## config.mk

```make
export PLATFORM = sky130hd
export DESIGN_NAME = dmc_datapath
export DESIGN_NICKNAME = d
export VERILOG_FILES = /design/src/sv/dmc_pkg.sv /design/src/sv/dmc_datapath.sv
export SDC_FILE = /design/constraint.sdc
export NUM_CORES = 2
export LEC_CHECK = 0
export BUFFER_PORTS_ARGS = -buffer_cell sky130_fd_sc_hd__buf_4
export CAP_MARGIN = 20
export CORE_UTILIZATION = 57
export DETAILED_ROUTE_END_ITERATION = 7
export PLACE_DENSITY_LB_ADDON = 0.08
export SLEW_MARGIN = 20
export SYNTH_ARGS = -nofsm -noshare
export SYNTH_HDL_FRONTEND = slang
export SYNTH_SLANG_ARGS = --single-unit
```

## constraint.sdc

```tcl
create_clock -name clk -period 13.7 [get_ports clk]
set_input_delay 0.685 -clock clk [delete_from_list [all_inputs] [get_ports clk]]
set_output_delay 0.685 -clock clk [all_outputs]
set_load 0.03 [all_outputs]
```

## src/sv/dmc_pkg.sv

```systemverilog
package dmc_pkg;

  // Grid and stack geometry.
  localparam int MAX_WIDTH   = 32;
  localparam int MAX_HEIGHT  = 32;
  localparam int STACK_DEPTH = 256;

  localparam int COORD_W = 5;
  localparam int SIZE_W  = 6;
  localparam int PTR_W   = 8;
  localparam int LEVEL_W = 9;
  localparam int COUNT_W = 10;
  localparam int POS_W   = 2 * COORD_W;

  localparam logic [COUNT_W-1:0] COUNT_MAX    = 10'd1023;
  localparam logic [SIZE_W-1:0]  SIZE_MIN     = 6'd3;
  localparam logic [SIZE_W-1:0]  SIZE_RESET   = 6'd31;
  localparam logic [SIZE_W-1:0]  WIDTH_LIMIT  = 6'd32;
  localparam logic [SIZE_W-1:0]  HEIGHT_LIMIT = 6'd32;

  // Configuration register indexes.
  localparam logic REG_GRID_WIDTH  = 1'b0;
  localparam logic REG_GRID_HEIGHT = 1'b1;

  // Item kinds.
  localparam logic KIND_START = 1'b0;
  localparam logic KIND_STEP  = 1'b1;

  typedef enum logic [2:0] {
    EV_STARTED     = 3'd0,
    EV_CARVED      = 3'd1,
    EV_BACKTRACKED = 3'd2,
    EV_FINISHED    = 3'd3,
    EV_REJECTED    = 3'd4
  } event_t;

  typedef enum logic [1:0] {
    DIR_UP    = 2'd0,
    DIR_LEFT  = 2'd1,
    DIR_DOWN  = 2'd2,
    DIR_RIGHT = 2'd3
  } dir_t;

  typedef enum logic [2:0] {
    S_IDLE,
    S_DISPATCH,
    S_RD_MID,
    S_DECIDE,
    S_CARVE_WALL,
    S_CARVE_CELL,
    S_POP_WAIT,
    S_EMIT
  } state_t;

  typedef struct packed {
    logic       kind;
    logic [3:0] start_col;
    logic [3:0] start_row;
    logic [7:0] random_value;
  } in_item_t;

  typedef struct packed {
    logic [2:0]         event_res;
    logic [COORD_W-1:0] cell_x;
    logic [COORD_W-1:0] cell_y;
    logic [COORD_W-1:0] wall_x;
    logic [COORD_W-1:0] wall_y;
    logic [COUNT_W-1:0] open_count;
  } out_item_t;

  // Commands from the controller to the datapath.
  typedef struct packed {
    logic load_item;
    logic do_start;
    logic do_reject;
    logic do_finish;
    logic rd_outer;
    logic rd_mid;
    logic pick;
    logic pop;
    logic wr_wall;
    logic wr_cell;
    logic load_top;
    logic emit;
  } cmd_t;

  // Status from the datapath to the controller.
  typedef struct packed {
    logic is_start;
    logic start_ok;
    logic stack_empty;
    logic any_free;
    logic level_one;
  } stat_t;

endpackage

```

## src/sv/dmc_datapath.sv

```systemverilog
module dmc_datapath
  import dmc_pkg::*;
(
  input  logic        clk,
  input  logic        rst,
  input  logic        cfg_we,
  input  logic        cfg_index,
  input  logic [5:0]  cfg_data,
  input  in_item_t    in_item,
  input  cmd_t        cmd,
  output stat_t       stat,
  output out_item_t   out_item
);

  localparam logic [MAX_WIDTH-1:0] BIT_ONE = {{(MAX_WIDTH-1){1'b0}}, 1'b1};
  localparam logic [MAX_HEIGHT-1:0] ROW_ONE = {{(MAX_HEIGHT-1){1'b0}}, 1'b1};

  function automatic logic [1:0] mod3_u8(input logic [7:0] r);
    logic [3:0] s;
    logic [2:0] t;
    s = {2'b0, r[1:0]} + {2'b0, r[3:2]} + {2'b0, r[5:4]} + {2'b0, r[7:6]};
    t = {1'b0, s[3:2]} + {1'b0, s[1:0]};
    if (t >= 3'd3) t = t - 3'd3;
    if (t >= 3'd3) t = t - 3'd3;
    return t[1:0];
  endfunction

  // Configuration and item registers.
  logic [SIZE_W-1:0]  grid_width;
  logic [SIZE_W-1:0]  grid_height;
  in_item_t           item;

  // Walk state.
  logic [COORD_W-1:0] top_x;
  logic [COORD_W-1:0] top_y;
  logic [LEVEL_W-1:0] stack_level;
  logic [COUNT_W-1:0] carved_total;
  logic [MAX_HEIGHT-1:0] row_valid;

  // Wall map, one row of wall bits per entry, two read ports.
  logic [MAX_WIDTH-1:0] map_mem [MAX_HEIGHT];
  logic [MAX_WIDTH-1:0] rd_a_data;
  logic [MAX_WIDTH-1:0] rd_b_data;
  logic                 rd_a_vld;
  logic                 rd_b_vld;
  logic [MAX_WIDTH-1:0] row_up;
  logic [MAX_WIDTH-1:0] row_dn;

  // Stack of cell positions.
  logic [POS_W-1:0] stack_mem [STACK_DEPTH];
  logic [POS_W-1:0] stack_rd_data;

  // Chosen carve.
  logic [COORD_W-1:0] cw_x;
  logic [COORD_W-1:0] cw_y;
  logic [COORD_W-1:0] nc_x;
  logic [COORD_W-1:0] nc_y;

  out_item_t res;

  logic [SIZE_W-1:0]  w_eff;
  logic [SIZE_W-1:0]  h_eff;
  logic [COORD_W-1:0] sx;
  logic [COORD_W-1:0] sy;
  logic [COORD_W-1:0] y_up;
  logic [COORD_W-1:0] y_dn;
  logic [COORD_W-1:0] x_lt;
  logic [COORD_W-1:0] x_rt;
  logic [COORD_W-1:0] rd_a_addr;
  logic [MAX_WIDTH-1:0] row_mid;
  logic [3:0]         free;
  logic [2:0]         n_free;
  logic [1:0]         pick_idx;
  dir_t               sel_dir;
  logic               push_ok;
  logic [COUNT_W:0]   count_sum;
  logic [COUNT_W-1:0] count_inc;

  logic                 map_we;
  logic [COORD_W-1:0]   wr_row;
  logic [MAX_WIDTH-1:0] wr_clr;
  logic                 wr_full;

  logic                 stk_we;
  logic [PTR_W-1:0]     stk_wr_addr;
  logic [POS_W-1:0]     stk_wr_data;
  logic [PTR_W-1:0]     stk_rd_addr;

  // Sizes out of range are clamped.
  always_comb begin
    if (grid_width < SIZE_MIN) w_eff = SIZE_MIN;
    else if (grid_width > WIDTH_LIMIT) w_eff = WIDTH_LIMIT;
    else w_eff = grid_width;
    if (grid_height < SIZE_MIN) h_eff = SIZE_MIN;
    else if (grid_height > HEIGHT_LIMIT) h_eff = HEIGHT_LIMIT;
    else h_eff = grid_height;
  end

  assign sx = {item.start_col, 1'b1};
  assign sy = {item.start_row, 1'b1};

  assign stat.is_start    = (item.kind == KIND_START);
  assign stat.start_ok    = ({1'b0, sx} < (w_eff - 6'd1)) && ({1'b0, sy} < (h_eff - 6'd1));
  assign stat.stack_empty = (stack_level == '0);
  assign stat.level_one   = (stack_level == LEVEL_W'(1));
  assign stat.any_free    = |free;

  assign y_up = top_y - 5'd2;
  assign y_dn = top_y + 5'd2;
  assign x_lt = top_x - 5'd2;
  assign x_rt = top_x + 5'd2;
  assign rd_a_addr = cmd.rd_outer ? y_up : top_y;
  assign row_mid = rd_a_vld ? rd_a_data : '1;

  // Neighbours two away that are still walls, in search order.
  always_comb begin
    free[DIR_UP]    = (top_y >= 5'd2) && row_up[top_x];
    free[DIR_LEFT]  = (top_x >= 5'd2) && row_mid[x_lt];
    free[DIR_DOWN]  = (({1'b0, top_y} + 6'd2) < h_eff) && row_dn[top_x];
    free[DIR_RIGHT] = (({1'b0, top_x} + 6'd2) < w_eff) && row_mid[x_rt];
    n_free = {2'b0, free[0]} + {2'b0, free[1]} + {2'b0, free[2]} + {2'b0, free[3]};
  end

  // Entry random_value mod count of the free list, then its direction.
  always_comb begin
    logic [2:0] cnt;
    logic       found;
    cnt     = '0;
    found   = 1'b0;
    sel_dir = DIR_UP;
    case (n_free)
      3'd2:    pick_idx = {1'b0, item.random_value[0]};
      3'd3:    pick_idx = mod3_u8(item.random_value);
      3'd4:    pick_idx = item.random_value[1:0];
      default: pick_idx = 2'd0;
    endcase
    for (int d = 0; d < 4; d++) begin
      if (free[d]) begin
        if (!found && (cnt == {1'b0, pick_idx})) begin
          sel_dir = dir_t'(d[1:0]);
          found   = 1'b1;
        end
        cnt = cnt + 3'd1;
      end
    end
  end

  assign push_ok   = (stack_level < LEVEL_W'(STACK_DEPTH));
  assign count_sum = {1'b0, carved_total} + (COUNT_W+1)'(2);
  assign count_inc = (count_sum > {1'b0, COUNT_MAX}) ? COUNT_MAX : count_sum[COUNT_W-1:0];

  // Map write port: a row that is not yet valid is written whole, walls
  // everywhere but the opened bits.
  always_comb begin
    map_we  = cmd.do_start || cmd.wr_wall || cmd.wr_cell;
    wr_row  = sy;
    wr_clr  = BIT_ONE << sx;
    wr_full = 1'b1;
    if (cmd.wr_wall) begin
      wr_row  = cw_y;
      wr_clr  = BIT_ONE << cw_x;
      wr_full = !row_valid[cw_y];
    end else if (cmd.wr_cell) begin
      wr_row  = nc_y;
      wr_clr  = BIT_ONE << nc_x;
      wr_full = !row_valid[nc_y];
    end
  end

  always_comb begin
    stk_we      = cmd.do_start || (cmd.wr_cell && push_ok);
    stk_wr_addr = cmd.do_start ? '0 : stack_level[PTR_W-1:0];
    stk_wr_data = cmd.do_start ? {sy, sx} : {nc_y, nc_x};
    stk_rd_addr = PTR_W'(stack_level - LEVEL_W'(2));
  end

  always_ff @(posedge clk) begin
    if (rst) begin
      grid_width   <= SIZE_RESET;
      grid_height  <= SIZE_RESET;
      stack_level  <= '0;
      carved_total <= '0;
      row_valid    <= '0;
    end else begin
      if (cfg_we && (cfg_index == REG_GRID_WIDTH)) grid_width <= cfg_data;
      if (cfg_we && (cfg_index == REG_GRID_HEIGHT)) grid_height <= cfg_data;
      if (cmd.do_start) begin
        stack_level  <= LEVEL_W'(1);
        carved_total <= '0;
        row_valid    <= ROW_ONE << sy;
      end else begin
        if (map_we) row_valid[wr_row] <= 1'b1;
        if (cmd.do_finish) stack_level <= '0;
        if (cmd.pop) stack_level <= stack_level - LEVEL_W'(1);
        if (cmd.wr_cell) begin
          carved_total <= count_inc;
          if (push_ok) stack_level <= stack_level + LEVEL_W'(1);
        end
      end
    end
  end

  always_ff @(posedge clk) begin
    if (map_we) begin
      for (int i = 0; i < MAX_WIDTH; i++) begin
        if (wr_full || wr_clr[i]) map_mem[wr_row][i] <= ~wr_clr[i];
      end
    end
    if (cmd.rd_outer || cmd.rd_mid) begin
      rd_a_data <= map_mem[rd_a_addr];
      rd_a_vld  <= row_valid[rd_a_addr];
    end
    if (cmd.rd_outer) begin
      rd_b_data <= map_mem[y_dn];
      rd_b_vld  <= row_valid[y_dn];
    end
  end

  always_ff @(posedge clk) begin
    if (stk_we) stack_mem[stk_wr_addr] <= stk_wr_data;
    if (cmd.pop) stack_rd_data <= stack_mem[stk_rd_addr];
  end

  always_ff @(posedge clk) begin
    if (cmd.load_item) item <= in_item;
    if (cmd.rd_mid) begin
      row_up <= rd_a_vld ? rd_a_data : '1;
      row_dn <= rd_b_vld ? rd_b_data : '1;
    end
    if (cmd.pick) begin
      cw_x <= top_x;
      cw_y <= top_y;
      nc_x <= top_x;
      nc_y <= top_y;
      case (sel_dir)
        DIR_UP: begin
          cw_y <= top_y - 5'd1;
          nc_y <= y_up;
        end
        DIR_LEFT: begin
          cw_x <= top_x - 5'd1;
          nc_x <= x_lt;
        end
        DIR_DOWN: begin
          cw_y <= top_y + 5'd1;
          nc_y <= y_dn;
        end
        default: begin
          cw_x <= top_x + 5'd1;
          nc_x <= x_rt;
        end
      endcase
    end
    if (cmd.do_start) begin
      top_x <= sx;
      top_y <= sy;
    end else if (cmd.wr_cell && push_ok) begin
      top_x <= nc_x;
      top_y <= nc_y;
    end else if (cmd.load_top) begin
      top_x <= stack_rd_data[COORD_W-1:0];
      top_y <= stack_rd_data[POS_W-1:COORD_W];
    end
  end

  // Pending result, then the output register.
  always_ff @(posedge clk) begin
    if (cmd.do_start) begin
      res <= '{EV_STARTED, sx, sy, '0, '0, '0};
    end else if (cmd.do_reject) begin
      res <= '{EV_REJECTED, sx, sy, '0, '0, carved_total};
    end else if (cmd.do_finish) begin
      res <= '{EV_FINISHED, '0, '0, '0, '0, carved_total};
    end else if (cmd.pop && stat.level_one) begin
      res <= '{EV_BACKTRACKED, '0, '0, '0, '0, carved_total};
    end else if (cmd.wr_cell) begin
      res <= '{EV_CARVED, nc_x, nc_y, cw_x, cw_y, count_inc};
    end else if (cmd.load_top) begin
      res <= '{EV_BACKTRACKED, stack_rd_data[COORD_W-1:0],
               stack_rd_data[POS_W-1:COORD_W], '0, '0, carved_total};
    end
    if (cmd.emit) out_item <= res;
  end

  a_level_bound: assert property (@(posedge clk) disable iff (rst)
    stack_level <= LEVEL_W'(STACK_DEPTH))
    else $error("stack level beyond depth");

  a_count_even: assert property (@(posedge clk) disable iff (rst)
    (carved_total[0] == 1'b0) || (carved_total == COUNT_MAX))
    else $error("open count odd without saturation");

  a_push: assert property (@(posedge clk) disable iff (rst)
    (cmd.wr_cell && push_ok) |=> (stack_level == $past(stack_level) + LEVEL_W'(1)))
    else $error("carve did not push");

endmodule

```

* Word-level counts from Yosys, hierarchy flattened *
Memories as Yosys holds them, arrays and structs flattened. A register that Yosys moved wholly into a read port is not among the register bits.
Cells that the tools add are included.

word-level totals
  bits in registers = 242
  memory bits (writable) = 3584
  input bits = 39
  output and inout port bits = 38
  word-level logic and storage cells = 379
  memories = 2

memory list
  name       depth  width  rd ports  clocked after Yosys merged registers in  wr ports  RTL line            source
  stack_mem  256    10     1         1                                        1         dmc_datapath.sv:50  logic [POS_W-1:0] stack_mem [STACK_DEPTH];
  map_mem    32     32     2         2                                        1         dmc_datapath.sv:41  logic [MAX_WIDTH-1:0] map_mem [MAX_HEIGHT];

operators by class
  add/sub/neg operators = 27
  $lt $le $gt $ge = 23
  eq/ne operators = 9
  shift-type cells = 4
  muxes and demuxes = 173
  bitwise logic cells = 35
  reductions and logical operators = 69

operators by type and width
  kind                     number
  $mux W33                 5
  $mux W32                 5
  $shl A1 B5 Y32 const A   4
  $mux W1                  119
  $lt A5 B6 Y1 const B     8
  $mux W5                  9
  $bmux W1 S5              8
  $pmux W5 S2              4
  $logic_or A1 B1 Y1       36
  $mux W9                  4
  $not A1 Y1               34
  $or A32 B32 Y32          1
  $mux W30                 1
  $mux W6                  4
  $mux W10                 2
  $logic_and A1 B1 Y1      13
  $add A5 B2 Y6 const B    2
  $gt A6 B6 Y1 const B     2
  $lt A5 B6 Y1             2
  $lt A6 B2 Y1 const B     2
  $lt A6 B6 Y1             2
  $mux W3                  4
  $sub A6 B1 Y6 const B    2
  $add A10 B2 Y11 const B  1
  41 further kinds         66

* Logic depth before layout (Yosys ltp) *
  depth in word-level cells = 30
  depth in mapped cells = 29
  mapped depth without buffers = 28

* Least setup slack after synthesis *
OpenSTA, ideal clock, no wires.

  kind = input to register
  from = input cmd[10] (netlist name)
  to = memory stack_mem[0][3] (netlist name), data pin
  setup time = 2189 ps
  data arrival time = 11201 ps
  data required time = 11511 ps
  path slack = 310 ps
  cell stages on the path = 4
  buffers on the path = 3
  cell sequence = clkbuf_1 clkbuf_1 clkbuf_1 o21ai_0

between the ends
  longest elaborated chain between the ends = 1

RTL lines
  item                      RTL line             source
  start: declaration        dmc_datapath.sv:10   input cmd_t cmd,
  $mux W10                  dmc_datapath.sv:173  stk_wr_data = cmd.do_start ? {sy, sx} : {nc_y, nc_x};
  named net stk_wr_data[3]  dmc_datapath.sv:86   logic [POS_W-1:0] stk_wr_data;
  end: declaration          dmc_datapath.sv:50

The timed path passes the listed nets, and every way through them passes these cells.

* Final worst setup path *
  from = register top_x[2]
  to = register cw_y[4], data pin

between the ends
  longest elaborated chain between the ends = 26
  elaborated cells on any way between the ends = 54
  those cells by class = add/sub (8); order compare (2); eq/ne (7); mux (25); reduce/logical (12)

RTL lines
  item                                              RTL line             source
  start: declaration                                dmc_datapath.sv:34   logic [COORD_W-1:0] top_x;
  start signal: assignment                          dmc_datapath.sv:258  top_x <= nc_x;
  start signal: assignment                          dmc_datapath.sv:261  top_x <= stack_rd_data[COORD_W-1:0];
  $sub A5 B2 Y5                                     dmc_datapath.sv:110  assign x_lt = top_x - 5'd2;
  $bmux W1 S5                                       dmc_datapath.sv:118  free[DIR_LEFT] = (top_x >= 5'd2) && row_mid[x_lt];
  $mux W1 (implied by the code)                     dmc_datapath.sv:118
  $logic_and A1 B1 Y1                               dmc_datapath.sv:118
  $add A1 B1 Y2                                     dmc_datapath.sv:121  n_free = {2'b0, free[0]} + {2'b0, free[1]} + {2'b0, free[2]} + {2'b0, free[3]};
  $add A2 B1 Y3                                     dmc_datapath.sv:121
  $add A3 B1 Y3                                     dmc_datapath.sv:121
  $eq A3 B3 Y1 or $eq A3 B2 Y1 (tied branches)      dmc_datapath.sv:131  case (n_free)
  [10 not listed]                                   n/a
  $mux W1                                           dmc_datapath.sv:139  if (!found && (cnt == {1'b0, pick_idx})) begin
  $mux W1                                           dmc_datapath.sv:138  if (free[d]) begin
  $logic_not A1 Y1                                  dmc_datapath.sv:139
  $logic_and A1 B1 Y1                               dmc_datapath.sv:139
  $mux W2                                           dmc_datapath.sv:139
  $mux W2 *                                         dmc_datapath.sv:138
  $eq A2 B2 Y1 or $logic_not A2 Y1 (tied branches)  dmc_datapath.sv:235  case (sel_dir)
  $pmux W5 S2 *                                     dmc_datapath.sv:235
  end signal: assignment                            dmc_datapath.sv:232  cw_y <= top_y;
  end signal: assignment                            dmc_datapath.sv:237  cw_y <= top_y - 5'd1;
  end signal: assignment                            dmc_datapath.sv:245  cw_y <= top_y + 5'd1;
  end: declaration                                  dmc_datapath.sv:55   logic [COORD_W-1:0] cw_y;

Mark *: on every way between the ends. The rest lies on a longest branch, timed or not. The select of a mux whose other input is x is not followed.
A chain may end at the register's enable or synchronous reset.

==> results.ini <==
[cells_and_area]
layout.cells.non_filler=13000
fillers=19800
area.growth.synth_to_final_pct=11.3
final_common_cell=edfxtp_1
drive_gt1_share_pct=28.6
final_cell_mix=edfxtp_1 (3810), mux4_2 (1473), nor2_1 (1357)
nets=8846

[detailed_routing]
viasPerCell=6.67
dr_total_vias=86600
drtPass1Iterations=6
finalWirelength_um=439000
drc=0
wl_per_cell_um=33.8
drt_iter0_markers=10100
ant_nets=0

[synth]
synthCells=8706
synth-seq-area-share_pct=70.0
yosysTopAreaCell=edfxtp_1
synth.distinct_cells=73
syn_avg_cell_area_um2=19.1
synth_xor_area_share_pct=0.206
synth_fp_nets=8802
synth-compound-area-share_pct=1.55
synth-simple-area-share_pct=4.56
synthMuxAreaShare_pct=21.5
yosys_register_bits=3900
ys_warn_count=0
synthArstFlopShare_pct=0
synth_edf_count=3810
synth_area_leaders=edfxtp_1 (69%), mux4_2 (20%), nor2_1 (3.2%)
synth_ff_type=edfxtp_1
syn-cell-area_mm2=0.166
synth_top_area_share_pct=68.9
synth_top_family_by_area=multiplexers
synth_fa_ha_area_share_pct=0.466

[timing]
fmax_mhz=127
worstMarginPinSlew_ns=1.15
setup_viol=0
maxSlewHeadroom_pct=23.1
post-route-period-util_pct=57.7
hold_ws_ns=0.0645
period_needed_ns=7.90
rsz0062_at_grt=no
setup_tns_ns=0
hold_violations=0
finalClockSkew_ns=0.0626
maxSlewViolCount=0

[global_routing]
grt_pass1_vias=87000
overflow=0
antenna_found_initial=17
grt_pass1_wl_um=630000
grt_max_degree=162
grt_usage_pct=30.2

[clock_network]
root_buffer=clkbuf_16
cts.sink_count=3900
clock_latency_ns=0.96
postCtsSetupBuffers=0
htree_levels=5
ctsResizeCount=0
cts.clk_slew.worst_paths_ns=0.06
ctsLongestPathBuffers=4
cts_buffers=399
ctsHoldBuffers=18
cts_tree=yes

[floorplan]
rows=197
num_io_pins=77
core_mm2=0.289
dieArea_mm2=0.293
start_util_pct=57.5
die_y_um=542
die_w_um=542

[min_path]
hold_class=input pin to register

[pwr]
p_leak_nw=61.9
ir_drop_v=0.000184
p_total_mw=31.0
p_per_area_mw_per_mm2=168

[placed_design]
post-place-cells=12200
place.gp.congestion=0.882
port_buffers=76
place_hpwl_um=256000

[critical_path]
crit_arrival_ns=8.56
cp.required_ns=14.36
path_class=register to register
cp-end-kind=register
cp-start-kind=register
worstPathMaxFanout=17

[status]
status=finished clean

[run]
cap_violations=0

## area by class of cell
class / count / area (µm²) / area share [%]
repair buffers: 315 / 2660 / 1.44
well taps: 3880 / 4850 / 2.63
inverters: 65 / 244 / 0.132
diodes: 15 / 37.5 / 0.0203
multi-input cells: 4069 / 47700 / 25.8
clock inverters: 227 / 2370 / 1.28
flip-flops and latches: 3900 / 116000 / 62.9
clock buffers: 510 / 10700 / 5.78
## power by group
part           leakage (nW)  switching (mW)  internal (mW)
clock                  6.37            4.57           6.37
sequential             36.5           0.344           14.2
combinational          19.1            3.50           2.00
## through the flow
stage | instance area [µm²] | utilization (%) | setup WS (ns)
5_1_grt | 185000 | 64.0 | 5.27
4_1_cts | 185000 | 63.9 | 5.82
3_3_place_gp | 171000 | 59.3 | 5.87
3_5_place_dp | 171000 | 59.3 | 5.87
2_1_floorplan | 166000 | - | 0.310
6_report | 185000 | 64.0 | 5.80
## cells by family after synthesis
kind of cell,after synthesis
xor+xnor,39
mux,1703
compound gates,413
flops,3900
simple gates,1857
fa+ha+maj,57
buf+inv,737
## layer usage
| metal | routed length (µm) | GRT usage, % | part of all wire, % | vias up |
|---|---|---|---|---|
| met3 | 32800 | 3.78 | 7.5 | 845 |
| met2 | 221000 | 50.4 | 50 | 4018 |
| met4 | 19000 | 11.7 | 4.3 | 14 |
| met5 | 91 | 0 | 0.021 | - |
| li1 | - | - | - | 35400 |
| met1 | 166000 | 41.2 | 38 | 46300 |
## sequential cells by signal, indices dropped and copies added (netlist names), 6 cells and up
name / flops
rd_b_data: 32
item: 17
rd_a_data: 32
map_mem: 1024
stack_rd_data: 10
stack_level: 9
res: 33
stack_mem: 2560
row_valid: 32
grid_height: 6
carved_total: 10
row_up: 32
out_item: 33
row_dn: 32
grid_width: 6
## Yosys cell counts, types with 19 or more instances
| master | count |
|---|---|
| a211oi_1 | 21 |
| a21oi_1 | 135 |
| and3_1 | 25 |
| buf_1 | 115 |
| clkbuf_1 | 535 |
| dfxtp_1 | 90 |
| edfxtp_1 | 3810 |
| ha_1 | 49 |
| inv_1 | 64 |
| mux2_2 | 104 |
| mux2i_1 | 119 |
| mux4_2 | 1473 |
| nand2_1 | 203 |
| nand2b_1 | 79 |
| nand3_1 | 42 |
| nor2_1 | 1396 |
| nor2b_1 | 22 |
| nor3_1 | 26 |
| o211ai_1 | 36 |
| o21ai_0 | 101 |
| xnor2_1 | 19 |
| xor2_1 | 20 |
## critical path: stages (launching register included)
cell and delay [ns]:
edfxtp_1 0.84, clkinv_1 0.48, ha_1 0.43, xor2_1 0.23, mux4_2 0.53, a222oi_1 0.77, inv_1 0.20, fa_1 0.51
ha_1 0.21, ha_1 0.33, nand3b_1 0.15, a211o_1 0.26, o21ai_1 0.46, xnor2_1 0.18, nand4_1 0.21, a2111oi_4 0.55
inv_1 0.19, ha_1 0.37, a21o_1 0.20, a21oi_1 0.18, xnor2_1 0.15, nor2_2 0.05, xor2_1 0.15
## path summary, 6_finish.rpt
check,startpoint,slack [ns],to,cells past startpoint
worst max-delay path,top_x[2]$_DFFE_PP_,5.80,cw_y[4]$_DFFE_PP_,22
worst min-delay path,cfg_data[1],0.06,grid_width[1]$_SDFFE_PP1P_,3
worst max register to register,top_x[2]$_DFFE_PP_,5.80,cw_y[4]$_DFFE_PP_,22
worst min register to register,res[29]$_DFFE_PP_,0.42,out_item[29]$_DFFE_PP_,0
No activity file was read; power rests on OpenSTA's default activity.
