[src/sv/dmc_pkg.sv]
package dmc_pkg;

  // Grid and stack geometry.
  localparam int MAX_WIDTH   = 32;
  localparam int MAX_HEIGHT  = 32;
  localparam int STACK_DEPTH = 256;

  localparam int COORD_W = 5;
  localparam int SIZE_W  = 6;
  localparam int PTR_W   = 8;
  localparam int LEVEL_W = 9;
  localparam int COUNT_W = 10;
  localparam int POS_W   = 2 * COORD_W;

  localparam logic [COUNT_W-1:0] COUNT_MAX    = 10'd1023;
  localparam logic [SIZE_W-1:0]  SIZE_MIN     = 6'd3;
  localparam logic [SIZE_W-1:0]  SIZE_RESET   = 6'd31;
  localparam logic [SIZE_W-1:0]  WIDTH_LIMIT  = 6'd32;
  localparam logic [SIZE_W-1:0]  HEIGHT_LIMIT = 6'd32;

  // Configuration register indexes.
  localparam logic REG_GRID_WIDTH  = 1'b0;
  localparam logic REG_GRID_HEIGHT = 1'b1;

  // Item kinds.
  localparam logic KIND_START = 1'b0;
  localparam logic KIND_STEP  = 1'b1;

  typedef enum logic [2:0] {
    EV_STARTED     = 3'd0,
    EV_CARVED      = 3'd1,
    EV_BACKTRACKED = 3'd2,
    EV_FINISHED    = 3'd3,
    EV_REJECTED    = 3'd4
  } event_t;

  typedef enum logic [1:0] {
    DIR_UP    = 2'd0,
    DIR_LEFT  = 2'd1,
    DIR_DOWN  = 2'd2,
    DIR_RIGHT = 2'd3
  } dir_t;

  typedef enum logic [2:0] {
    S_IDLE,
    S_DISPATCH,
    S_RD_MID,
    S_DECIDE,
    S_CARVE_WALL,
    S_CARVE_CELL,
    S_POP_WAIT,
    S_EMIT
  } state_t;

  typedef struct packed {
    logic       kind;
    logic [3:0] start_col;
    logic [3:0] start_row;
    logic [7:0] random_value;
  } in_item_t;

  typedef struct packed {
    logic [2:0]         event_res;
    logic [COORD_W-1:0] cell_x;
    logic [COORD_W-1:0] cell_y;
    logic [COORD_W-1:0] wall_x;
    logic [COORD_W-1:0] wall_y;
    logic [COUNT_W-1:0] open_count;
  } out_item_t;

  // Commands from the controller to the datapath.
  typedef struct packed {
    logic load_item;
    logic do_start;
    logic do_reject;
    logic do_finish;
    logic rd_outer;
    logic rd_mid;
    logic pick;
    logic pop;
    logic wr_wall;
    logic wr_cell;
    logic load_top;
    logic emit;
  } cmd_t;

  // Status from the datapath to the controller.
  typedef struct packed {
    logic is_start;
    logic start_ok;
    logic stack_empty;
    logic any_free;
    logic level_one;
  } stat_t;

endpackage

[src/sv/dmc_ctrl.sv]
module dmc_ctrl
  import dmc_pkg::*;
(
  input  logic  clk,
  input  logic  rst,
  input  logic  in_valid,
  output logic  in_ready,
  output logic  out_valid,
  input  logic  out_ready,
  input  stat_t stat,
  output cmd_t  cmd
);

  state_t state;
  state_t state_next;
  logic   out_valid_next;

  always_ff @(posedge clk) begin
    if (rst) begin
      state     <= S_IDLE;
      out_valid <= 1'b0;
    end else begin
      state     <= state_next;
      out_valid <= out_valid_next;
    end
  end

  always_comb begin
    state_next = state;
    cmd        = '0;
    in_ready   = 1'b0;
    case (state)
      S_IDLE: begin
        in_ready = 1'b1;
        if (in_valid) begin
          cmd.load_item = 1'b1;
          state_next    = S_DISPATCH;
        end
      end
      S_DISPATCH: begin
        if (stat.is_start) begin
          cmd.do_start  = stat.start_ok;
          cmd.do_reject = !stat.start_ok;
          state_next    = S_EMIT;
        end else if (stat.stack_empty) begin
          cmd.do_finish = 1'b1;
          state_next    = S_EMIT;
        end else begin
          cmd.rd_outer = 1'b1;
          state_next   = S_RD_MID;
        end
      end
      S_RD_MID: begin
        cmd.rd_mid = 1'b1;
        state_next = S_DECIDE;
      end
      S_DECIDE: begin
        if (stat.any_free) begin
          cmd.pick   = 1'b1;
          state_next = S_CARVE_WALL;
        end else begin
          cmd.pop    = 1'b1;
          state_next = stat.level_one ? S_EMIT : S_POP_WAIT;
        end
      end
      S_CARVE_WALL: begin
        cmd.wr_wall = 1'b1;
        state_next  = S_CARVE_CELL;
      end
      S_CARVE_CELL: begin
        cmd.wr_cell = 1'b1;
        state_next  = S_EMIT;
      end
      S_POP_WAIT: begin
        cmd.load_top = 1'b1;
        state_next   = S_EMIT;
      end
      S_EMIT: begin
        if (!out_valid || out_ready) begin
          cmd.emit   = 1'b1;
          state_next = S_IDLE;
        end
      end
      default: begin
        state_next = S_IDLE;
      end
    endcase
  end

  always_comb begin
    if (cmd.emit) begin
      out_valid_next = 1'b1;
    end else if (out_ready) begin
      out_valid_next = 1'b0;
    end else begin
      out_valid_next = out_valid;
    end
  end

  // A result is only loaded into a free or draining output slot.
  a_emit_free: assert property (@(posedge clk) disable iff (rst)
    cmd.emit |-> (!out_valid || out_ready))
    else $error("result loaded over an untaken result");

  // The middle row must have been read just before a decision.
  a_decide_order: assert property (@(posedge clk) disable iff (rst)
    (state == S_DECIDE) |-> ($past(state) == S_RD_MID))
    else $error("decision without a fresh middle row");

  // The new cell is written only right after its wall.
  a_carve_order: assert property (@(posedge clk) disable iff (rst)
    (state == S_CARVE_CELL) |-> ($past(state) == S_CARVE_WALL))
    else $error("cell carved without its wall");

endmodule

[config.mk]
export PLATFORM = sky130hd
export DESIGN_NAME = dmc_ctrl
export DESIGN_NICKNAME = d
export VERILOG_FILES = /design/src/sv/dmc_pkg.sv /design/src/sv/dmc_ctrl.sv
export SDC_FILE = /design/constraint.sdc
export NUM_CORES = 1
export LEC_CHECK = 0
export BUFFER_PORTS_ARGS = -buffer_cell sky130_fd_sc_hd__buf_2
export CAP_MARGIN = 5
export CORE_AREA = 2 2 39 41
export DETAILED_ROUTE_END_ITERATION = 12
export DIE_AREA = 0 0 41 43
export PLACE_DENSITY = 0.5
export SYNTH_ARGS = -nofsm -noshare
export SYNTH_HDL_FRONTEND = slang
export SYNTH_SLANG_ARGS = --single-unit
[constraint.sdc]
create_clock -name clk -period 1.24 [get_ports clk]
set_input_delay 0.062 -clock clk [delete_from_list [all_inputs] [get_ports clk]]
set_output_delay 0.062 -clock clk [all_outputs]
set_load 0.01 [all_outputs]
; ---- Word level (Yosys, flattened, before mapping)
; Cells that the tools add are included.
[op_classes]
eq_ne = 9
muxes = 26
n_reduce_logical = 7
[op_table]
columns = cell, n
row1 = $pmux W3 S7, 1
row2 = $mux W1, 16
row3 = $eq A3 B3 Y1 const B, 4
row4 = $mux W3, 4
row5 = $mux W2, 4
row6 = $eq A3 B2 Y1 const B, 2
row7 = $mux W4, 1
row8 = $ne A2 B2 Y1 const B, 2
row9 = $eq A3 B1 Y1 const B, 1
row10 = $logic_not A3 Y1, 1
row11 = $logic_not A1 Y1, 2
row12 = $reduce_and A2 Y1, 1
row13 = $reduce_bool A2 Y1, 1
row14 = $reduce_or A2 Y1, 1
row15 = $logic_or A1 B1 Y1, 1
[totals]
regBits = 4
out_inout_bits = 14
elab_cells = 44

; ---- Depth between registers and ports, before layout
; Gate-level depths: netlist of the first run.
[logic_depth]
word_depth = 5
depth_mapped = 4
depth_no_buf = 3

; ---- Worst setup path before layout of the first run
; No wires, ideal clock.
[synth_path]
path_type = register -> output
start = register state[2]
end = output cmd[11] (netlist name)
arrival_ns = 1.057
path_slack_ns = 0.121
path_stages_with_launch = 4
cell_sequence = dfxtp_1 -> buf_2 -> nor3_1 -> and2_1
[synth_lines]
columns = element, line
row1 = from (decl), dmc_ctrl.sv:14  ; state_t state;
row2 = from (signal assigned), dmc_ctrl.sv:23  ; state <= state_next;
row3 = to (decl), dmc_ctrl.sv:11  ; output cmd_t cmd

==> flow_summary_export.csv, run 1 <==
group,metric,value,unit
run_status,run_status,"finished, violations left",
run_status,failing_checks,"negative setup slack",
clocking,cts_num_sinks,4,
sta,tightestPinTransition,0.356,ns
sta,timing.final.crit_period,1.34,ns
sta,min_period_over_period,108,%
sta,timing_max_transition_violations_final,0,
yosys,ys_seq_area_share,24.8,%
yosys,netlist.area_leader.share,24.8,%
global_routing,gr-usage-all-layers,9.64,%
floorplan,floorplan.die_area,1760,sq um
run,drv.max_cap_violation_count,0,
routing,routed_wl,804,microns
global_routing,antenna_found_initial,0,
final_layout,nets,81,
floorplan,io-pin-count,23,
sta,layout_setup_ws,-0.104,ns
final_layout,final_instance_count_excl_fillers,86,
clocking,clk_latency,0.23,ns
routing,viasPerCell,4.42,
floorplan,floorplan.die.height,43,microns
routing,drtPass1Iterations,3,
final_layout,fraction_of_final_layout_cells_sized_beyond_drive_strength_1,62.9,%
place,detailed_place.area,465,sq um
setup_path,required,1.18,ns
final_layout,antennaDiodeCount,0,
setup_path,reg2reg_depth,4,
clocking,cts.clk_slew.worst_paths,0.03,ns
place,hpwlAfterDp,654,microns
final_layout,final_core_utilization,40.1,%
yosys,synth_fp_nets,50,
power,vdd_drop_max,454,uV
setup_path,critPathArrivalTime,1.28,ns
sta,clock-skew-final,0.00132,ns
sta,rsz0062_at_grt,"yes",
floorplan,initial_core_util,23.3,%
clocking,root_buffer,"clkbuf_4",
final_layout,stdcell_area,554,sq um
routing,detail_route.iter0.violations,2,
place,routabilityCongestion,0.780,
yosys,postSynthRegisterBits,4,
sta,finalSetupViolations,2,
final_layout,final_common_cell,"buf_2",
place,placed_cells_incl_taps,80,
setup_path,critPathKind,"reg2out",
yosys,post_synth.cell_area_avg,7.87,sq um
sta,fmax,744,MHz
sta,timing_hold_violations_final,0,
global_routing,grt_max_degree,11,
routing,wl_per_cell,9.35,microns
worst_hold_path,worstHoldPathCells,2,
global_routing,global_route_wire_length_before_repair,1130,microns
setup_path,startpoint_type,"flop",
final_layout,most-common-layout-cells,"buf_2 (22), buf_4 (6), nor2_1 (5)",
routing,remaining_drc_errors,0,
floorplan,coreArea,1380,sq um
power,power.leakage,0.000282,uW
clocking,clock_tree.buffer_depth,2,
setup_path,crit_fanout,4,
global_routing,number_of_global_route_vias_before_repair,298,
setup_path,rrSetupSlack,0.12,ns
yosys,yosysWarningCount,0,
power,power.density,983,nW/um^2
clocking,tritoncts,"done",
clocking,htreeDepth,1,
yosys,netlist_instances,41,
place,port-buffer-count,22,
power,totalPowerFinal,545,uW
final_layout,syn_to_layout_area_delta,71.7,%
yosys,post_synth_instance_area,323,sq um
floorplan,floorplan.die.width,41,microns
routing,routed-via-count,380,
worst_hold_path,holdCritPathClass,"in2reg",
floorplan,num_rows,14,
sta,max-slew-margin-rel,76.1,%
yosys,synth.top_cells.by_area,"dfxtp_1 (25%), nor2_1 (7.0%), nor3_4 (5.0%)",
routing,antenna_left,0,
clocking,cts_inserted_buffers,3,
yosys,synth.lib_cells_used.distinct,22,
setup_path,kind_of_end_point_of_the_critical_path,"primary output",
global_routing,globalRouteOverflowTotal,0,
yosys,synth_top_cell_by_area,"dfxtp_1",
[per-layer routing]
metal	track usage, %	wire, microns	vias to the layer above
li1	-	-	208
met1	11.3	365	160
met2	14.4	381	12
met3	1.57	57	0
met4	8.00	0	0
met5	0	0	-
[where the power goes]
| part | leakage (uW) | switching, uW | total, uW | internal [uW] |
|---|---|---|---|---|
| Combinational | 0.000234 | 112 | 232 | 121 |
| Clock | 0.0000138 | 44.2 | 152 | 108 |
| Sequential | 0.0000341 | 15.0 | 161 | 146 |
| Total | 0.000282 | 171 | 545 | 374 |
[cells in the mapped netlist (all sizes together)]
cell and number:
a211oi 1, a21oi 2, nand2 4, nor4 1, a2111oi 1, nor3b 3, and4b 1, nor2 6
and3 1, and2 2, nor4bb 1, nor3 4, buf 4, dfxtp 4, nand3 1, or3 1
or3b 1, nor2b 2, and3b 1
[registers in the layout (all words and copies together) (netlist names)]
register and count:
state 3, out_valid 1
[final cells by class]
class                           count  area (sq um)
Fill cell                         158           830
Timing Repair Buffer               30           178
Tap cell                           16          20.0
Clock buffer                        3          22.5
Sequential cell                     4          86.3
Multi-Input combinational cell     33           248
[worst paths after layout]
path,startpoint,end
min reg2reg,state[0]$_SDFFE_PP0P_,state[2]$_SDFFE_PP0P_
max reg2reg,state[2]$_SDFFE_PP0P_,state[0]$_SDFFE_PP0P_
max,state[2]$_SDFFE_PP0P_,cmd[7]
min,rst,state[0]$_SDFFE_PP0P_
[worst max-delay path, cell delays in order (launching register included)]
cell,delay [ns]
dfxtp_4,0.34
or3b_4,0.41
nor3_4,0.15
buf_2,0.16
[through the flow]
step | hold slack [ns] | worst slack [ns] | setup TNS, ns
after floorplan | 0.134 | 0.121 | 0
after global placement | 0.303 | 0.106 | 0
after detailed placement | 0.310 | 0.102 | 0
after CTS | 0.0667 | -0.128 | -0.381
after global routing | 0.0750 | -0.162 | -0.526
final | 0.0674 | -0.104 | -0.192
[kinds of logic after synthesis]
kind of cell	synth area share (%)
AOI/OAI and AO/OA	10.1
and+or+nand+nor	57.4
DFF	24.8
buffers and inverters	7.75
[repair_timing]
item,4_1_cts,5_1_grt
buffers inserted,2,1
setup endpoints to repair,5,7
pin swaps,1,4
gates resized for setup,7,5
hold buffers,0,0
Power figures use the tool's default switching activity.
==> run 2: changes to the inputs <==
--- a/config.mk
+++ b/config.mk
@@ -11,6 +11,7 @@
 export DETAILED_ROUTE_END_ITERATION = 12
 export DIE_AREA = 0 0 41 43
 export PLACE_DENSITY = 0.5
+export SETUP_SLACK_MARGIN = 0.3
 export SYNTH_ARGS = -nofsm -noshare
 export SYNTH_HDL_FRONTEND = slang
 export SYNTH_SLANG_ARGS = --single-unit
==> run 2 against run 1 <==
The run still ends with negative setup slack left. Clock-buffer cell count unchanged. Largest cell class unchanged. Clock skew up 0.0025 ns. Critical path depth unchanged. Utilization up 11 points. Hold slack worse by 0.016 ns. Sequential cell count unchanged. Cell count up 8.1%. Highest routed layer unchanged. Global-route usage up 3.0 points. Critical endpoint is now cmd[8].
==> flow_summary_export.csv, run 2 (same netlist as run 1, synthesis figures left out) <==
group,metric,value,unit
floorplan,floorplan.die.height,43,microns
place,detailed_place.area,474,sq um
clocking,clk_latency,0.23,ns
power,psw,215,uW
clocking,tritoncts,"done",
power,power_frac_comb,53.1,%
power,seq_power_share,23.6,%
power,vdd_drop_max,499,uV
global_routing,global_route_wire_length_before_repair,1550,microns
final_layout,nets,88,
floorplan,floorplan.die.width,41,microns
worst_hold_path,holdCritPathClass,"in2reg",
routing,antenna_left,0,
global_routing,number_of_global_route_vias_before_repair,388,
power,power.leakage,0.000349,uW
sta,tightestPinTransition,0.260,ns
routing,drtPass1Iterations,1,
floorplan,num_rows,14,
routing,wl_per_cell,11.8,microns
final_layout,largest_register_ffs,3,
floorplan,initial_core_util,23.3,%
routing,detail_route.iter0.violations,0,
final_layout,syn_to_layout_area_delta,121,%
clocking,cts.hold.buffers_added,0,
sta,fmax,745,MHz
sta,finalSetupViolations,9,
place,placement.setup.worst_slack,0.103,ns
clocking,cts_num_sinks,4,
run,drv.max_cap_violation_count,0,
power,internal-power,439,uW
routing,viasPerCell,4.76,
global_routing,grt_max_degree,9,
clocking,cts.clk_slew.worst_paths,0.04,ns
floorplan,io-pin-count,23,
global_routing,gr-usage-all-layers,12.7,%
sta,min_period_over_period,108,%
power,power_frac_clock,23.3,%
setup_path,crit_path_max_incr_delay,0.41,ns
final_layout,antennaDiodeCount,0,
floorplan,coreArea,1380,sq um
clocking,root_buffer,"clkbuf_4",
sta,max-slew-margin-rel,82.5,%
final_layout,largest_registers,"state x3, out_valid x1",
setup_path,critPathTopFamily,"simple AND/OR/NAND/NOR gates",
power,power.density,917,nW/um^2
global_routing,globalRouteOverflowTotal,0,
final_layout,max_flop_register,"state",
final_layout,final_common_cell,"buf_2",
sta,rsz0062_at_grt,"yes",
floorplan,floorplan.die_area,1760,sq um
setup_path,critical_path.slowest_cell,"or3b_4",
place,port-buffer-count,22,
run_status,run_status,"finished, violations left",
global_routing,antenna_found_initial,0,
power,power_switching_share,32.8,%
sta,layout_setup_ws,-0.102,ns
run_status,failing_checks,"negative setup slack",
place,routabilityCongestion,0.698,
sta,timing_max_transition_violations_final,0,
clocking,clock_tree.buffer_depth,2,
setup_path,reg2reg_depth,6,
clocking,cts_inserted_buffers,3,
setup_path,critPathArrivalTime,1.28,ns
setup_path,required,1.18,ns
sta,timing.final.crit_period,1.34,ns
setup_path,crit_chain,"or3b_4, nor3b_2, buf_2",
final_layout,most-common-layout-cells,"buf_2 (21), buf_4 (8), buf_6 (7)",
setup_path,worst-path-buf-inv,1,
final_layout,stdcell_area,713,sq um
worst_hold_path,worstHoldPathCells,2,
routing,remaining_drc_errors,0,
final_layout,fraction_of_final_layout_cells_sized_beyond_drive_strength_1,80.5,%
setup_path,critical_path_depth,3,
sta,timing_hold_violations_final,0,
sta,clock-skew-final,0.00381,ns
clocking,htreeDepth,1,
setup_path,startpoint_type,"flop",
place,hpwlAfterDp,681,microns
setup_path,crit_fanout,3,
setup_path,kind_of_end_point_of_the_critical_path,"primary output",
routing,routed_wl,1100,microns
setup_path,critPathKind,"reg2out",
routing,routed-via-count,443,
-- run 2: timing repair --
action	4_1_cts	5_1_grt
pin swaps	11	7
endpoints found under the setup margin	16	17
buffers inserted	9	2
resized for setup	22	6
-- run 2: power by group through the flow --
stage	clock (uW)	sequential [uW]	combinational [uW]
2_1_floorplan	0	157	128
3_3_place_gp	0	166	190
3_5_place_dp	0	166	192
4_1_cts	163	157	316
5_1_grt	170	156	371
6_report	152	155	347
-- run 2: metal layers --
metal,track usage (%),share of wire [%],vias to the layer above
met1,13.5,32,208
li1,-,-,223
met3,1.57,6.4,0
met4,6.00,0,0
met2,22.5,62,12
met5,0,0,-
-- run 2: path summary, 6_finish.rpt --
path                          from                     to  slack (ns)
min                            rst  state[2]$_SDFFE_PP0P_        0.05
min reg2reg  state[0]$_SDFFE_PP0P_  state[1]$_SDFFE_PP0P_        0.66
max          state[1]$_SDFFE_PP0P_                 cmd[8]       -0.10
max reg2reg  state[2]$_SDFFE_PP0P_  state[0]$_SDFFE_PP0P_       -0.01
-- run 2: layout make-up --
| class | count | area [sq um] |
|---|---|---|
| Timing Repair Buffer | 37 | 264 |
| Clock buffer | 3 | 22.5 |
| Multi-Input combinational cell | 33 | 319 |
| Sequential cell | 4 | 87.6 |
| Tap cell | 16 | 20.0 |
| Fill cell | 144 | 671 |
-- run 2: stage by stage --
stage / TNS [ns] / utilization (%) / hold WS [ns] / total power (uW) / cells
after global routing: -1.08 / 51.5 / 0.0495 / 697 / 93
after global placement: 0 / 34.3 / 0.301 / 356 / 79
after floorplan: 0 / - / 0.134 / 285 / 41
after CTS: -0.428 / 48.1 / 0.0448 / 636 / 91
final: -0.510 / 51.5 / 0.0516 / 654 / 93
after detailed placement: 0 / 34.3 / 0.298 / 358 / 79
==> run 3: changes to the inputs <==
--- a/config.mk
+++ b/config.mk
@@ -7,10 +7,12 @@
 export LEC_CHECK = 0
 export BUFFER_PORTS_ARGS = -buffer_cell sky130_fd_sc_hd__buf_2
 export CAP_MARGIN = 5
-export CORE_AREA = 2 2 39 41
+export CELL_PAD_IN_SITES_DETAIL_PLACEMENT = 1
+export CELL_PAD_IN_SITES_GLOBAL_PLACEMENT = 2
+export CORE_MARGIN = 1.5
+export CORE_UTILIZATION = 18
 export DETAILED_ROUTE_END_ITERATION = 12
-export DIE_AREA = 0 0 41 43
-export PLACE_DENSITY = 0.5
+export PLACE_DENSITY = 0.71
 export SETUP_SLACK_MARGIN = 0.3
 export SYNTH_ARGS = -nofsm -noshare
 export SYNTH_HDL_FRONTEND = slang
==> run 3 against run 2 <==
Critical path depth unchanged. Clock skew shrank 0.0013 ns. Sequential share of layout area increased by 1.4 points. Largest power group unchanged. Clock-buffer cell count did not move. Combinational power shrank 16%. The flow still finishes with violations (negative setup slack). Routed wire length down 7.8%. Register-to-register slack is essentially flat. Final area shrank 8.9%. Sequential cell count stayed put. Hold slack improved by 0.015 ns. Sequential power hardly changed.
==> flow_summary_export.csv, run 3 (same netlist as run 1, synthesis figures left out) <==
group,metric,value,unit
floorplan,initial_core_util,18.9,%
setup_path,crit_path_max_incr_delay,0.41,ns
final_layout,most-common-layout-cells,"buf_2 (22), buf_6 (5), buf_4 (5)",
final_layout,largest_register_ffs,3,
setup_path,critPathKind,"reg2out",
routing,remaining_drc_errors,0,
setup_path,worst-path-buf-inv,1,
place,routabilityCongestion,0.738,
floorplan,num_rows,15,
global_routing,global_route_wire_length_before_repair,1570,microns
sta,min_period_over_period,107,%
floorplan,floorplan.die_area,2060,sq um
global_routing,antenna_found_initial,0,
sta,timing.final.crit_period,1.32,ns
sta,fmax,755,MHz
place,hpwlAfterDp,762,microns
final_layout,antennaDiodeCount,0,
floorplan,floorplan.die.width,45.4,microns
clocking,cts_inserted_buffers,3,
setup_path,crit_chain,"or3b_4, nor3b_2, buf_2",
sta,finalSetupViolations,7,
run_status,run_status,"finished, violations left",
final_layout,final_core_utilization,38.0,%
clocking,cts_num_sinks,4,
worst_hold_path,holdCritPathClass,"in2reg",
setup_path,crit_fanout,2,
routing,antenna_left,0,
routing,viasPerCell,4.29,
routing,wl_per_cell,10.3,microns
routing,detail_route.iter0.violations,1,
sta,rsz0062_at_grt,"yes",
final_layout,largest_registers,"state x3, out_valid x1",
sta,worst_hold_margin,0.0662,ns
clocking,tritoncts,"done",
power,vdd_drop_max,597,uV
setup_path,kind_of_end_point_of_the_critical_path,"primary output",
sta,max-slew-margin-rel,76.3,%
power,power.leakage,0.000311,uW
sta,layout_setup_ws,-0.0837,ns
global_routing,gr-usage-all-layers,10.4,%
routing,drtPass1Iterations,2,
global_routing,grt_max_degree,13,
setup_path,critPathArrivalTime,1.26,ns
final_layout,nets,84,
final_layout,max_flop_register,"state",
setup_path,required,1.18,ns
sta,tightestPinTransition,0.352,ns
place,port-buffer-count,22,
clocking,cts.clk_slew.worst_paths,0.04,ns
clocking,clk_latency,0.22,ns
run_status,failing_checks,"negative setup slack",
routing,routed-via-count,420,
setup_path,startpoint_type,"flop",
sta,timing_max_transition_violations_final,0,
place,detailed_place.area,485,sq um
global_routing,number_of_global_route_vias_before_repair,367,
sta,clock-skew-final,0.00250,ns
floorplan,coreArea,1710,sq um
sta,timing_hold_violations_final,0,
power,power.density,920,nW/um^2
clocking,cts.hold.buffers_added,0,
sta,final.setup.tns,-0.364,ns
setup_path,critPathTopFamily,"simple AND/OR/NAND/NOR gates",
setup_path,critical_path.slowest_cell,"or3b_4",
clocking,clock_tree.buffer_depth,2,
clocking,root_buffer,"clkbuf_4",
clocking,htreeDepth,1,
final_layout,fraction_of_final_layout_cells_sized_beyond_drive_strength_1,78.1,%
final_layout,syn_to_layout_area_delta,101,%
floorplan,io-pin-count,23,
run,drv.max_cap_violation_count,0,
global_routing,globalRouteOverflowTotal,0,
routing,routed_wl,1010,microns
final_layout,stdcell_area,649,sq um
final_layout,final_common_cell,"buf_2",
floorplan,floorplan.die.height,45.4,microns
run 3: changes by cell type in the layout (fill, tap and decap cells not counted), sizes merged:
cell | before | now
buf | 37 | 33
run 3: report_power, final:
part / total (uW) / switching [uW] / internal (uW)
clock network: 151 / 43.1 / 108
logic: 292 / 143 / 149
registers: 155 / 9.22 / 145
run 3: per-stage QoR:
step                power, uW  instances  setup WS, ns
global route              640         98        -0.146
floorplan                 285         41         0.140
global placement          356         88         0.115
CTS                       573         95        -0.152
detailed placement        362         88        0.0831
finish                    597         98       -0.0837
run 3: worst paths after layout:
path	start	to	slack [ns]	depth (start not counted)
hold / removal	rst	state[0]$_SDFFE_PP0P_	0.07	2
setup / recovery	state[1]$_SDFFE_PP0P_	cmd[8]	-0.08	3
hold reg to reg	state[0]$_SDFFE_PP0P_	state[1]$_SDFFE_PP0P_	0.66	3
setup reg to reg	state[1]$_SDFFE_PP0P_	state[0]$_SDFFE_PP0P_	-0.01	5
run 3: layout make-up:
cell class                      instances  area (sq um)
Tap cell                               25          31.3
Clock buffer                            3          22.5
Fill cell                             208          1060
Multi-Input combinational cell         33           288
Timing Repair Buffer                   33           219
Sequential cell                         4          88.8
run 3: metal layers:
| layer | global-route usage, % | wire (microns) | vias up |
|---|---|---|---|
| met5 | 0 | 0 | - |
| met4 | 1.76 | 0 | 0 |
| met3 | 2.80 | 52 | 0 |
| met2 | 17.1 | 512 | 14 |
| met1 | 13.8 | 446 | 192 |
| li1 | - | - | 214 |
run 3: repair_timing:
action / CTS / global route
setup buffers: 4 / 3
setup endpoints to repair: 16 / 17
pin swaps: 4 / 7
resized for setup: 11 / 13
